--- config.mk ---
export PLATFORM = sky130hd
export DESIGN_NAME = sorted_topk_insert_table_top
export DESIGN_NICKNAME = d
export VERILOG_FILES = /design/src/hdl/stik_pkg.sv /design/src/hdl/stik_ram.sv /design/src/hdl/stik_ctrl.sv /design/src/hdl/sorted_topk_insert_table_top.sv
export SDC_FILE = /design/constraint.sdc
export NUM_CORES = 2
export LEC_CHECK = 0
export BUFFER_PORTS_ARGS = -buffer_cell sky130_fd_sc_hd__buf_2
export CORE_UTILIZATION = 55
export CTS_CLUSTER_DIAMETER = 60
export DETAILED_ROUTE_END_ITERATION = 10
export PLACE_DENSITY_LB_ADDON = 0.12
export SYNTH_ARGS = -nofsm -noshare
export SYNTH_HDL_FRONTEND = slang
export SYNTH_SLANG_ARGS = --single-unit
--- constraint.sdc ---
create_clock -name clk -period 18.7 [get_ports clk]
set_clock_uncertainty 0.2 [all_clocks]
set_input_delay 4.675 -clock clk [delete_from_list [all_inputs] [get_ports clk]]
set_output_delay 4.675 -clock clk [all_outputs]
set_load 0.1 [all_outputs]
--- src/hdl/stik_pkg.sv ---
// ----------------------------------------------------------------------------
// stik_pkg: shared types for the sorted top-k insertion table
// Holds the command codes, the transfer payloads, the stored entry layout,
// the sequencer states and the status bundle from sequencer to top level.
// ----------------------------------------------------------------------------
package stik_pkg;

  typedef enum logic [1:0] {
    CMD_ADD   = 2'd0,
    CMD_QUERY = 2'd1,
    CMD_READ  = 2'd2,
    CMD_CLEAR = 2'd3
  } cmd_t;

  typedef struct packed {
    cmd_t        command;
    logic [15:0] name_tag;
    logic [31:0] play_time;
    logic [31:0] move_count;
    logic [31:0] stamp;
    logic [31:0] now_time;
    logic [3:0]  read_index;
  } in_item_t;

  typedef struct packed {
    logic        ok;
    logic [3:0]  position;
    logic [15:0] out_name_tag;
    logic [31:0] out_play_time;
    logic [31:0] out_move_count;
    logic [31:0] out_stamp;
    logic [4:0]  fill_count;
  } out_item_t;

  typedef struct packed {
    logic [15:0] tag;
    logic [31:0] play_time;
    logic [31:0] move_count;
    logic [31:0] stamp;
  } entry_t;

  localparam int EntryW = $bits(entry_t);

  typedef enum logic [3:0] {
    ST_IDLE,
    ST_SCAN_RD,
    ST_SCAN_CMP,
    ST_PLACE,
    ST_SHIFT_RD,
    ST_SHIFT_WR,
    ST_INSERT,
    ST_READ_RD,
    ST_READ_WAIT,
    ST_DONE
  } state_t;

  typedef struct packed {
    logic busy;
    logic done;
  } ctrl_stat_t;

endpackage

--- src/hdl/stik_ram.sv ---
// ----------------------------------------------------------------------------
// stik_ram: generic single-write, single-read RAM
// One write port and one read port; read data is registered.
// ----------------------------------------------------------------------------
module stik_ram #(
  parameter int WIDTH = 8,
  parameter int DEPTH = 16
) (
  input  logic                     clk,
  input  logic                     we,
  input  logic [$clog2(DEPTH)-1:0] waddr,
  input  logic [WIDTH-1:0]         wdata,
  input  logic [$clog2(DEPTH)-1:0] raddr,
  output logic [WIDTH-1:0]         rdata
);

  logic [WIDTH-1:0] mem_r [DEPTH];
  logic [WIDTH-1:0] rdata_r;

  always_ff @(posedge clk) begin
    if (we) begin
      mem_r[waddr] <= wdata;
    end
    rdata_r <= mem_r[raddr];
  end

  assign rdata = rdata_r;

endmodule

--- src/hdl/stik_ctrl.sv ---
// ----------------------------------------------------------------------------
// stik_ctrl: command sequencer with one shared key comparator
// Scans the table one entry at a time for the insertion slot, then moves
// later entries down one at a time through the RAM and writes the new record.
// ----------------------------------------------------------------------------
module stik_ctrl #(
  parameter int DEPTH = 16
) (
  input  logic                      clk,
  input  logic                      rst_n,
  input  logic                      start,
  input  stik_pkg::in_item_t        item,
  input  logic                      key_by_time,
  input  logic                      take,
  output stik_pkg::ctrl_stat_t      stat,
  output stik_pkg::out_item_t       result,
  output logic                      ram_we,
  output logic [$clog2(DEPTH)-1:0]  ram_waddr,
  output stik_pkg::entry_t          ram_wdata,
  output logic [$clog2(DEPTH)-1:0]  ram_raddr,
  input  stik_pkg::entry_t          ram_rdata
);

  localparam int IW = $clog2(DEPTH);
  localparam int CW = $clog2(DEPTH + 1);

  stik_pkg::state_t    state_r, state_nxt;
  stik_pkg::in_item_t  item_r, item_nxt;
  stik_pkg::out_item_t res_r, res_nxt;
  logic [CW-1:0]       count_r, count_nxt;
  logic [CW-1:0]       idx_r, idx_nxt;
  logic [CW-1:0]       slot_r, slot_nxt;
  logic [IW-1:0]       j_r, j_nxt;

  logic                full;
  logic                key_less;
  logic [IW-1:0]       last;
  logic [IW-1:0]       j_dec;
  logic                ridx_ok;

  assign full     = (count_r == CW'(DEPTH));
  assign last     = full ? IW'(DEPTH - 1) : count_r[IW-1:0];
  assign j_dec    = j_r - IW'(1);
  assign ridx_ok  = ((CW + 4)'(item.read_index) < (CW + 4)'(count_r));
  // Shared comparator: new key strictly below the stored key.
  assign key_less = key_by_time ? (item_r.play_time < ram_rdata.play_time)
                                : (item_r.move_count < ram_rdata.move_count);

  always_ff @(posedge clk) begin
    if (!rst_n) begin
      state_r <= stik_pkg::ST_IDLE;
      count_r <= '0;
    end else begin
      state_r <= state_nxt;
      count_r <= count_nxt;
    end
  end

  always_ff @(posedge clk) begin
    item_r <= item_nxt;
    res_r  <= res_nxt;
    idx_r  <= idx_nxt;
    slot_r <= slot_nxt;
    j_r    <= j_nxt;
  end

  always_comb begin
    state_nxt = state_r;
    item_nxt  = item_r;
    res_nxt   = res_r;
    count_nxt = count_r;
    idx_nxt   = idx_r;
    slot_nxt  = slot_r;
    j_nxt     = j_r;
    ram_we    = 1'b0;
    ram_waddr = j_r;
    ram_wdata = ram_rdata;
    ram_raddr = idx_r[IW-1:0];

    case (state_r)
      stik_pkg::ST_IDLE: begin
        if (start) begin
          item_nxt = item;
          res_nxt  = '0;
          idx_nxt  = '0;
          case (item.command)
            stik_pkg::CMD_ADD: begin
              state_nxt = stik_pkg::ST_SCAN_RD;
            end
            stik_pkg::CMD_QUERY: begin
              state_nxt = full ? stik_pkg::ST_DONE : stik_pkg::ST_SCAN_RD;
            end
            stik_pkg::CMD_READ: begin
              state_nxt = ridx_ok ? stik_pkg::ST_READ_RD : stik_pkg::ST_DONE;
            end
            default: begin
              // clear: drop the count, keep the contents
              count_nxt  = '0;
              res_nxt.ok = 1'b1;
              state_nxt  = stik_pkg::ST_DONE;
            end
          endcase
        end
      end

      stik_pkg::ST_SCAN_RD: begin
        if (idx_r == count_r) begin
          slot_nxt  = idx_r;
          state_nxt = stik_pkg::ST_PLACE;
        end else begin
          state_nxt = stik_pkg::ST_SCAN_CMP;
        end
      end

      stik_pkg::ST_SCAN_CMP: begin
        if (key_less) begin
          slot_nxt  = idx_r;
          state_nxt = stik_pkg::ST_PLACE;
        end else begin
          idx_nxt   = idx_r + CW'(1);
          state_nxt = stik_pkg::ST_SCAN_RD;
        end
      end

      stik_pkg::ST_PLACE: begin
        j_nxt = last;
        if (slot_r == CW'(DEPTH)) begin
          state_nxt = stik_pkg::ST_DONE;
        end else if (item_r.command == stik_pkg::CMD_QUERY) begin
          res_nxt.ok       = 1'b1;
          res_nxt.position = 4'(slot_r);
          state_nxt        = stik_pkg::ST_DONE;
        end else if (CW'(last) > slot_r) begin
          state_nxt = stik_pkg::ST_SHIFT_RD;
        end else begin
          state_nxt = stik_pkg::ST_INSERT;
        end
      end

      stik_pkg::ST_SHIFT_RD: begin
        ram_raddr = j_dec;
        state_nxt = stik_pkg::ST_SHIFT_WR;
      end

      stik_pkg::ST_SHIFT_WR: begin
        ram_we    = 1'b1;
        ram_waddr = j_r;
        ram_wdata = ram_rdata;
        j_nxt     = j_dec;
        state_nxt = (CW'(j_dec) == slot_r) ? stik_pkg::ST_INSERT : stik_pkg::ST_SHIFT_RD;
      end

      stik_pkg::ST_INSERT: begin
        ram_we               = 1'b1;
        ram_waddr            = slot_r[IW-1:0];
        ram_wdata.tag        = item_r.name_tag;
        ram_wdata.play_time  = item_r.play_time;
        ram_wdata.move_count = item_r.move_count;
        ram_wdata.stamp      = (item_r.stamp != '0) ? item_r.stamp : item_r.now_time;
        if (!full) begin
          count_nxt = count_r + CW'(1);
        end
        res_nxt.ok       = 1'b1;
        res_nxt.position = 4'(slot_r);
        state_nxt        = stik_pkg::ST_DONE;
      end

      stik_pkg::ST_READ_RD: begin
        ram_raddr = IW'(item_r.read_index);
        state_nxt = stik_pkg::ST_READ_WAIT;
      end

      stik_pkg::ST_READ_WAIT: begin
        res_nxt.ok             = 1'b1;
        res_nxt.out_name_tag   = ram_rdata.tag;
        res_nxt.out_play_time  = ram_rdata.play_time;
        res_nxt.out_move_count = ram_rdata.move_count;
        res_nxt.out_stamp      = ram_rdata.stamp;
        state_nxt              = stik_pkg::ST_DONE;
      end

      stik_pkg::ST_DONE: begin
        if (take) begin
          state_nxt = stik_pkg::ST_IDLE;
        end
      end

      default: begin
        state_nxt = stik_pkg::ST_IDLE;
      end
    endcase
  end

  always_comb begin
    result            = res_r;
    result.fill_count = 5'(count_r);
  end

  assign stat.busy = (state_r != stik_pkg::ST_IDLE);
  assign stat.done = (state_r == stik_pkg::ST_DONE);

endmodule

--- src/hdl/sorted_topk_insert_table_top.sv ---
// ----------------------------------------------------------------------------
// sorted_topk_insert_table_top: sorted top-k record table
// Keeps up to DEPTH records in ascending key order with stable ties and
// serves add, can-add, read and clear commands one at a time.
// ----------------------------------------------------------------------------
// Usage:
//   Input channel in_valid / in_stall / in_item: one command per transfer.
//   Result channel out_valid / out_stall / out_item: exactly one result per
//   command, in command order. Config port cfg_wr_en / cfg_wr_data writes
//   key_by_time (1 = order by play time, 0 = by move count); write it only
//   while the block is idle.
//   Work per command: an add compares S entries and moves M entries down,
//   and a refused add on a full table compares all DEPTH entries; a query
//   compares S entries, or none on a full table; a read does one RAM read;
//   clear and a read past the fill level finish without touching the RAM.
//   The table sits in a single RAM with one read and one write port, and one
//   key comparator walks it one entry at a time.
//   in_stall stays high from accept until the result moves into the output
//   register, so one command is in flight at a time.
//   A stall on the result side holds out_item; the next command can still be
//   taken while the result waits there.
//   Reset empties the table (count to zero) and sets key_by_time to 1; no
//   RAM clearing pass is needed, since entries past the count are never read.
// ----------------------------------------------------------------------------
module sorted_topk_insert_table_top #(
  parameter int DEPTH = 16
) (
  input  logic                clk,
  input  logic                rst_n,
  input  logic                in_valid,
  output logic                in_stall,
  input  stik_pkg::in_item_t  in_item,
  output logic                out_valid,
  input  logic                out_stall,
  output stik_pkg::out_item_t out_item,
  input  logic                cfg_wr_en,
  input  logic                cfg_wr_data
);

  localparam int IW = $clog2(DEPTH);

  stik_pkg::ctrl_stat_t stat;
  stik_pkg::out_item_t  res;
  stik_pkg::out_item_t  out_item_r;
  stik_pkg::entry_t     ram_wdata;
  stik_pkg::entry_t     ram_rdata;
  logic [IW-1:0]        ram_waddr;
  logic [IW-1:0]        ram_raddr;
  logic                 ram_we;
  logic                 key_by_time_r;
  logic                 out_valid_r;
  logic                 start;
  logic                 take;

  // Accept a command only while the sequencer is idle.
  assign in_stall = stat.busy;
  assign start    = in_valid && !stat.busy;

  // Move a finished result into the output register once it is free.
  assign take = stat.done && (!out_valid_r || !out_stall);

  always_ff @(posedge clk) begin
    if (!rst_n) begin
      key_by_time_r <= 1'b1;
    end else if (cfg_wr_en) begin
      key_by_time_r <= cfg_wr_data;
    end
  end

  always_ff @(posedge clk) begin
    if (!rst_n) begin
      out_valid_r <= 1'b0;
    end else if (take) begin
      out_valid_r <= 1'b1;
    end else if (!out_stall) begin
      out_valid_r <= 1'b0;
    end
  end

  // Hold the payload while stalled; load only on a new result.
  always_ff @(posedge clk) begin
    if (take) begin
      out_item_r <= res;
    end
  end

  assign out_valid = out_valid_r;
  assign out_item  = out_item_r;

  stik_ctrl #(
    .DEPTH (DEPTH)
  ) u_ctrl (
    .clk         (clk),
    .rst_n       (rst_n),
    .start       (start),
    .item        (in_item),
    .key_by_time (key_by_time_r),
    .take        (take),
    .stat        (stat),
    .result      (res),
    .ram_we      (ram_we),
    .ram_waddr   (ram_waddr),
    .ram_wdata   (ram_wdata),
    .ram_raddr   (ram_raddr),
    .ram_rdata   (ram_rdata)
  );

  stik_ram #(
    .WIDTH (stik_pkg::EntryW),
    .DEPTH (DEPTH)
  ) u_ram (
    .clk   (clk),
    .we    (ram_we),
    .waddr (ram_waddr),
    .wdata (ram_wdata),
    .raddr (ram_raddr),
    .rdata (ram_rdata)
  );

`ifndef SYNTHESIS
  // An accepted command keeps the sequencer busy in the next cycle.
  a_start_busy: assert property (@(posedge clk) disable iff (!rst_n)
    start |=> stat.busy)
    else $error("sequencer not busy after accepting a command");

  // A new result appears only after the sequencer finished a command.
  a_out_from_done: assert property (@(posedge clk) disable iff (!rst_n)
    (out_valid_r && !$past(out_valid_r)) |-> $past(stat.done))
    else $error("result appeared without a finished command");

  // A rejected command reports slot zero and no entry data.
  a_fail_clean: assert property (@(posedge clk) disable iff (!rst_n)
    (out_valid_r && !out_item_r.ok) |->
      (out_item_r.position == 4'd0 && out_item_r.out_name_tag == 16'd0))
    else $error("failed command carries nonzero position or data");
`endif

endmodule

## Word level (Yosys, flattened, before mapping)

Memory sizes are Yosys's and may differ from the RTL's. A register that Yosys moved wholly into a read port is not among the register bits.
Cells that the tools add are included.

- Memories kept: 1
- Word-level logic and storage cells: 130
- Bits in writable memories: 1792
- Register bits after elaboration: 414
- Input port bits: 156

Memories:

| memory | depth | bits a word | rd ports | clocked after Yosys merged registers in | wr ports | RTL line | source |
|---|---|---|---|---|---|---|---|
| u_ram.mem_r | 16 | 112 | 1 | 1 | 1 | stik_ram.sv:17 | `logic [WIDTH-1:0] mem_r [DEPTH];` |

- Eq/ne operators: 26
- Order comparisons: 4
- Multiplexer cells: 41
- Reduce and logical (&&, ||, !) cells: 28
- Add/sub/neg operators: 3

Operator list:

| cell | number |
|---|---|
| case mux 112 bit (2 select lines) | 1 |
| two-way mux 122 bit | 1 |
| two-way mux 112 bit | 1 |
| less-than comparator 32 bit | 2 |
| two-way mux 5 bit | 9 |
| case mux 4 bit (9 select lines) | 1 |
| two-way mux 32 bit | 1 |
| two-way mux 4 bit | 8 |
| nonzero test 32 bit | 1 |
| case mux 5 bit (2 select lines) | 3 |
| case mux 4 bit (3 select lines) | 2 |
| equality test 4 x 3 -> 1 bit (second input constant) | 4 |
| case mux 4 bit (2 select lines) | 2 |
| AND reduction 4 bit | 3 |
| adder 5 x 1 -> 5 bit (second input constant) | 2 |
| equality test 5 bit (second input constant) | 2 |
| != test 2 x 1 -> 1 bit (second input constant) | 5 |
| != test 2 bit (second input constant) | 5 |
| nonzero test 2 bit | 5 |
| equality test 4 x 2 -> 1 bit (second input constant) | 2 |
| equality test 4 bit (second input constant) | 2 |
| two-way mux 1 bit | 8 |
| two-way mux 2 bit | 3 |
| AND reduction 2 bit | 3 |
| other kinds (19) | 26 |

## Longest topological paths before layout

- Depth in word-level cells: 7
- Mapped depth: 13

## Cells and area by module

Synthesis repeated with hierarchy kept, for this count alone.

- Cell total of the unflattened synthesis: 4118
- Area total of the unflattened synthesis: 86113.8 um^2

Modules (own cells, without submodules):

| module | sequential area each (um^2) | area each (um^2) | cells each | instances |
|---|---|---|---|---|
| stik_ram | 56053.8 | 69168.8 | 2864 | 1 |
| stik_ctrl | 8618.3 | 13202.7 | 1124 | 1 |
| sorted_topk_insert_table_top | 3703.6 | 3742.3 | 130 | 1 |

## Least setup slack after synthesis

No wires, ideal clock.

- Path type: input -> register
- Start: input out_stall
- End: register out_item_r (netlist bit out_item[0]) (enable)
- Path slack: 7286 ps
- Required time: 17857 ps
- Buffers on the path: 0
- Arrival time: 10571 ps
- Cell stages on the path: 1
- Cell sequence: a21oi_1

- Cells in the longest elaborated chain, start to end: 3

Ends and longest elaborated chain:

| what | RTL line | source |
|---|---|---|
| start: declaration | sorted_topk_insert_table_top.sv:34 | `input logic out_stall,` |
| zero test 1 bit | n/a |  |
| logical OR 1 bit | sorted_topk_insert_table_top.sv:60 | `assign take = stat.done && (!out_valid_r \|\| !out_stall);` |
| logical AND 1 bit | sorted_topk_insert_table_top.sv:60 |  |
| end signal: assignment | sorted_topk_insert_table_top.sv:83 | `out_item_r <= res;` |
| end: declaration | sorted_topk_insert_table_top.sv:44 | `stik_pkg::out_item_t out_item_r;` |

No other way between the ends.
A chain may end at the register's enable or synchronous reset.

## Final worst setup path

- Start: register u_ctrl.state_r[1]
- End: output in_stall

- Cells in the longest elaborated chain, start to end: 1

Ends and longest elaborated chain:

| what | RTL line | source |
|---|---|---|
| start: declaration | stik_ctrl.sv:27 | `stik_pkg::state_t state_r, state_nxt;` |
| start signal: assignment | stik_ctrl.sv:51 | `state_r <= stik_pkg::ST_IDLE;` |
| start signal: assignment | stik_ctrl.sv:54 | `state_r <= state_nxt;` |
| nonzero test 4 bit | stik_ctrl.sv:199 | `assign stat.busy = (state_r != stik_pkg::ST_IDLE);` |
| end: declaration | sorted_topk_insert_table_top.sv:31 | `output logic in_stall,` |

No other way between the ends.

==> results.py <==
metrics = {
    "clocking": {
        "clock_latency_ns": 0.86,
        "clk_path_buf_depth": 3,
        "post_cts_resized": 0,
        "numCtsBuffers": 226,
        "htreeDepth": 4,
        "holdBufCountCts": 0,
        "postCtsSetupBuffers": 0,
        "root_buffer": "clkbuf_16",
        "cts_sinks": 2318,
        "cts_tree": "built",
        "clkTransAtPathRegs_ns": 0.06,
    },
    "sta": {
        "setup_viol": 0,
        "drv_slew": 0,
        "fin_crit_ns": 7.55,
        "relSlewSlack_pct": 11.6,
        "worst_slack_ns": 11.15,
        "finalCritPeriodShare_pct": 40.4,
        "setup_tns_ns": 0,
        "hold_viol_final": 0,
        "hold_ws_ns": 0.216,
        "rsz0062_at_grt": "no",
        "worst_pin_slew_ns": 1.32,
        "fmax_mhz": 132,
    },
    "global_routing": {
        "grt_pass1_vias": 46445,
        "overflow": 0,
        "grt_max_degree": 207,
        "grtUsageTotal_pct": 25.2,
        "antenna_found_initial": 3,
        "grt_pass1_wl_um": 303000,
    },
    "logic_synthesis": {
        "synthTopCellsByArea": "edfxtp_1 (73%), mux2_2 (5.6%), mux2i_1 (5.0%), o211ai_1 (3.7%), dfxtp_1 (2.7%)",
        "synth_edf_count": 2195,
        "synth_cell_type_count": 58,
        "yosysSeqAreaShare_pct": 76.0,
        "synth_ff_type": "edfxtp_1",
        "synthesis.area_mm2": 0.0899,
        "synth_compound_area_share_pct": 5.35,
        "synthMuxAreaShare_pct": 10.6,
        "synth_simple_gate_area_share_pct": 4.84,
        "async_flop_share_pct": 0,
        "syn-num-nets": 5587,
        "syn_inst": 5358,
        "yosys_warnings": 0,
        "synth_largest_area_cell": "edfxtp_1",
        "synth_top_area_share_pct": 73.3,
        "synth.avg_cell_area_um2": 16.8,
        "synth_top_family_by_area": "multiplexers",
        "ys_ff_latch": 2318,
        "synthXorXnorAreaFrac_pct": 0.175,
        "synth_fa_ha_area_share_pct": 1.02,
    },
    "layout": {
        "layout-drive-gt1-share_pct": 21.5,
        "layout_common_cells": "edfxtp_1 (2195), nand2_1 (613), mux2i_1 (451)",
        "final_common_cell": "edfxtp_1",
        "nets": 5965,
        "area_growth_pct": 12.9,
    },
    "flow_run": {
        "maxCapViolCount": 0,
    },
    "worst_setup_path": {
        "path_cells": "nor4_1 -> inv_1 -> buf_2",
        "rr_endpoint": "u_ram.rdata[110]$_DFF_P_",
        "critPathLaunchType": "register",
        "worstSetupPathType": "register to output pin",
        "critPathMaxStageDelay_ns": 0.73,
        "worstRegToRegCells": 10,
        "worstSetupEndpointType": "output pin",
        "crit_arrival_ns": 2.68,
        "cpMaxStageDelayCell": "nor4_1",
        "crit_fanout": 26,
        "crit-reg2reg-launch": "u_ctrl.state_r[2]$_SDFFE_PN0P_",
        "ff2ff_setup_slack_ns": 12.31,
        "required_ns": 13.82,
    },
    "detailed_routing": {
        "vias_per_cell": 5.83,
        "top_layer": "met5",
        "ant_nets": 0,
        "dr.pass1.iters": 7,
        "vias": 47312,
        "drt-initial-drc-count": 4609,
        "wl_um": 208000,
        "dr_wl_met3_um": 12800,
        "route.detailed.drc": 0,
        "routedWlPerCell_um": 25.6,
        "routed-wl-met2_um": 101000,
        "drt-met1-wl_um": 90100,
    },
    "worst_hold_path": {
        "min_from": "u_ctrl.result[86]$_SDFFCE_PN0P_",
        "hold_path.class": "register to register",
        "worstHoldPathCells": 0,
        "holdPathEnd": "out_item[86]$_DFFE_PP_",
    },
    "placement": {
        "pre_cts_ws_ns": 11.03,
        "port_buffers": 279,
        "dp_hpwl_um": 103000,
        "place_congestion": 0.804,
    },
    "die": {
        "io_pins": 280,
        "row_count": 148,
        "die_x_um": 406,
        "fp.dieArea_mm2": 0.165,
        "start_util_pct": 55.3,
        "core_area_mm2": 0.163,
        "dieHeight_um": 406,
    },
    "power_and_ir_drop": {
        "p_per_area_mw_per_mm2": 156,
        "leakagePower_nw": 35.3,
        "ir_drop_mv": 0.152,
    },
    "status": {
        "status": "complete, no violations",
    },
}
logic make-up (layout without fill, tap and decap cells):
group                    count (synthesis)  count (layout)
flip-flops                            2318            2318
AND/OR/NAND/NOR                        986             986
XOR/XNOR                                18              18
multiplexers                           899             899
buffers and inverters                  375             956
other                                    0               3
AO/OA/AOI/OAI                          689             689
adder cells (fa/ha/maj)                 73              73
Yosys cell counts (53+ instances only):
cell	n
a21oi_1	61
and2_1	53
buf_2	65
clkbuf_1	143
dfxtp_1	123
edfxtp_1	2195
ha_1	73
inv_1	76
mux2_2	448
mux2i_1	451
nand2_1	613
nand4_1	124
nor2_1	116
o211ai_1	442
o21ai_0	113
per-layer routing:
metal / GRT usage [%] / vias up
met4: 6.36 / 2
met1: 36.0 / 24057
met3: 3.80 / 268
met5: 0 / -
met2: 40.8 / 1488
li1: - / 21497
through the flow:
stage	util (%)	total power [mW]	area [um2]	cells
2_1_floorplan	-	10.2	89900	5358
3_3_place_gp	57.9	11.5	94200	7683
3_5_place_dp	57.9	11.5	94200	7683
4_1_cts	62.5	16.0	102000	8114
5_1_grt	62.5	16.6	102000	8114
6_report	62.5	15.9	102000	8117
sequential cells by signal (all words and copies together), names as in the netlist:
register	count
u_ctrl.count_r	5
u_ctrl.item_r	150
out_valid	1
u_ctrl.state_r	4
out_item	122
u_ctrl.idx_r	5
u_ram.mem_r	1792
u_ctrl.result	117
u_ctrl.j_r	4
u_ctrl.slot_r	5
key_by_time_r	1
u_ram.rdata	112
area by class of cell:
cell class	count	area, um2
fill	11872	61000
timing repair buffer	449	2810
inverter	76	285
clock inverter	115	1070
sequential	2318	68400
tap	2175	2720
clock buffer	316	6270
antenna	3	7.51
multi-input combinational	2665	20000
report_power, final:
| group | internal, mW | leakage, nW | switching (mW) | total (mW) |
|---|---|---|---|---|
| Sequential | 6.77 | 21.0 | 0.192 | 6.96 |
| Combinational | 1.51 | 10.7 | 2.96 | 4.47 |
| Clock | 2.54 | 3.60 | 1.91 | 4.45 |
worst max-delay path: cells and delay by family (launching register included):
kind                   cells  cell delay [ns]
flip-flops                 1             0.60
AND/OR/NAND/NOR            1             0.73
buffers and inverters      2             0.50
worst max path at each step:
stage,slack [ns],cells after the start,start,endpoint
after floorplan,7.29,1,out_stall,out_item[0]$_DFFE_PP_
after global placement,11.11,5,in_valid,u_ctrl.result[112]$_SDFFCE_PN0P_
after detailed placement,11.03,5,in_valid,u_ctrl.result[113]$_SDFFCE_PN0P_
after CTS,11.10,3,u_ctrl.state_r[1]$_SDFFE_PN0P_,in_stall
after global routing,10.98,3,u_ctrl.state_r[1]$_SDFFE_PN0P_,in_stall
final,11.15,3,u_ctrl.state_r[1]$_SDFFE_PN0P_,in_stall
Note: power is estimated with default switching activity, not from simulation.
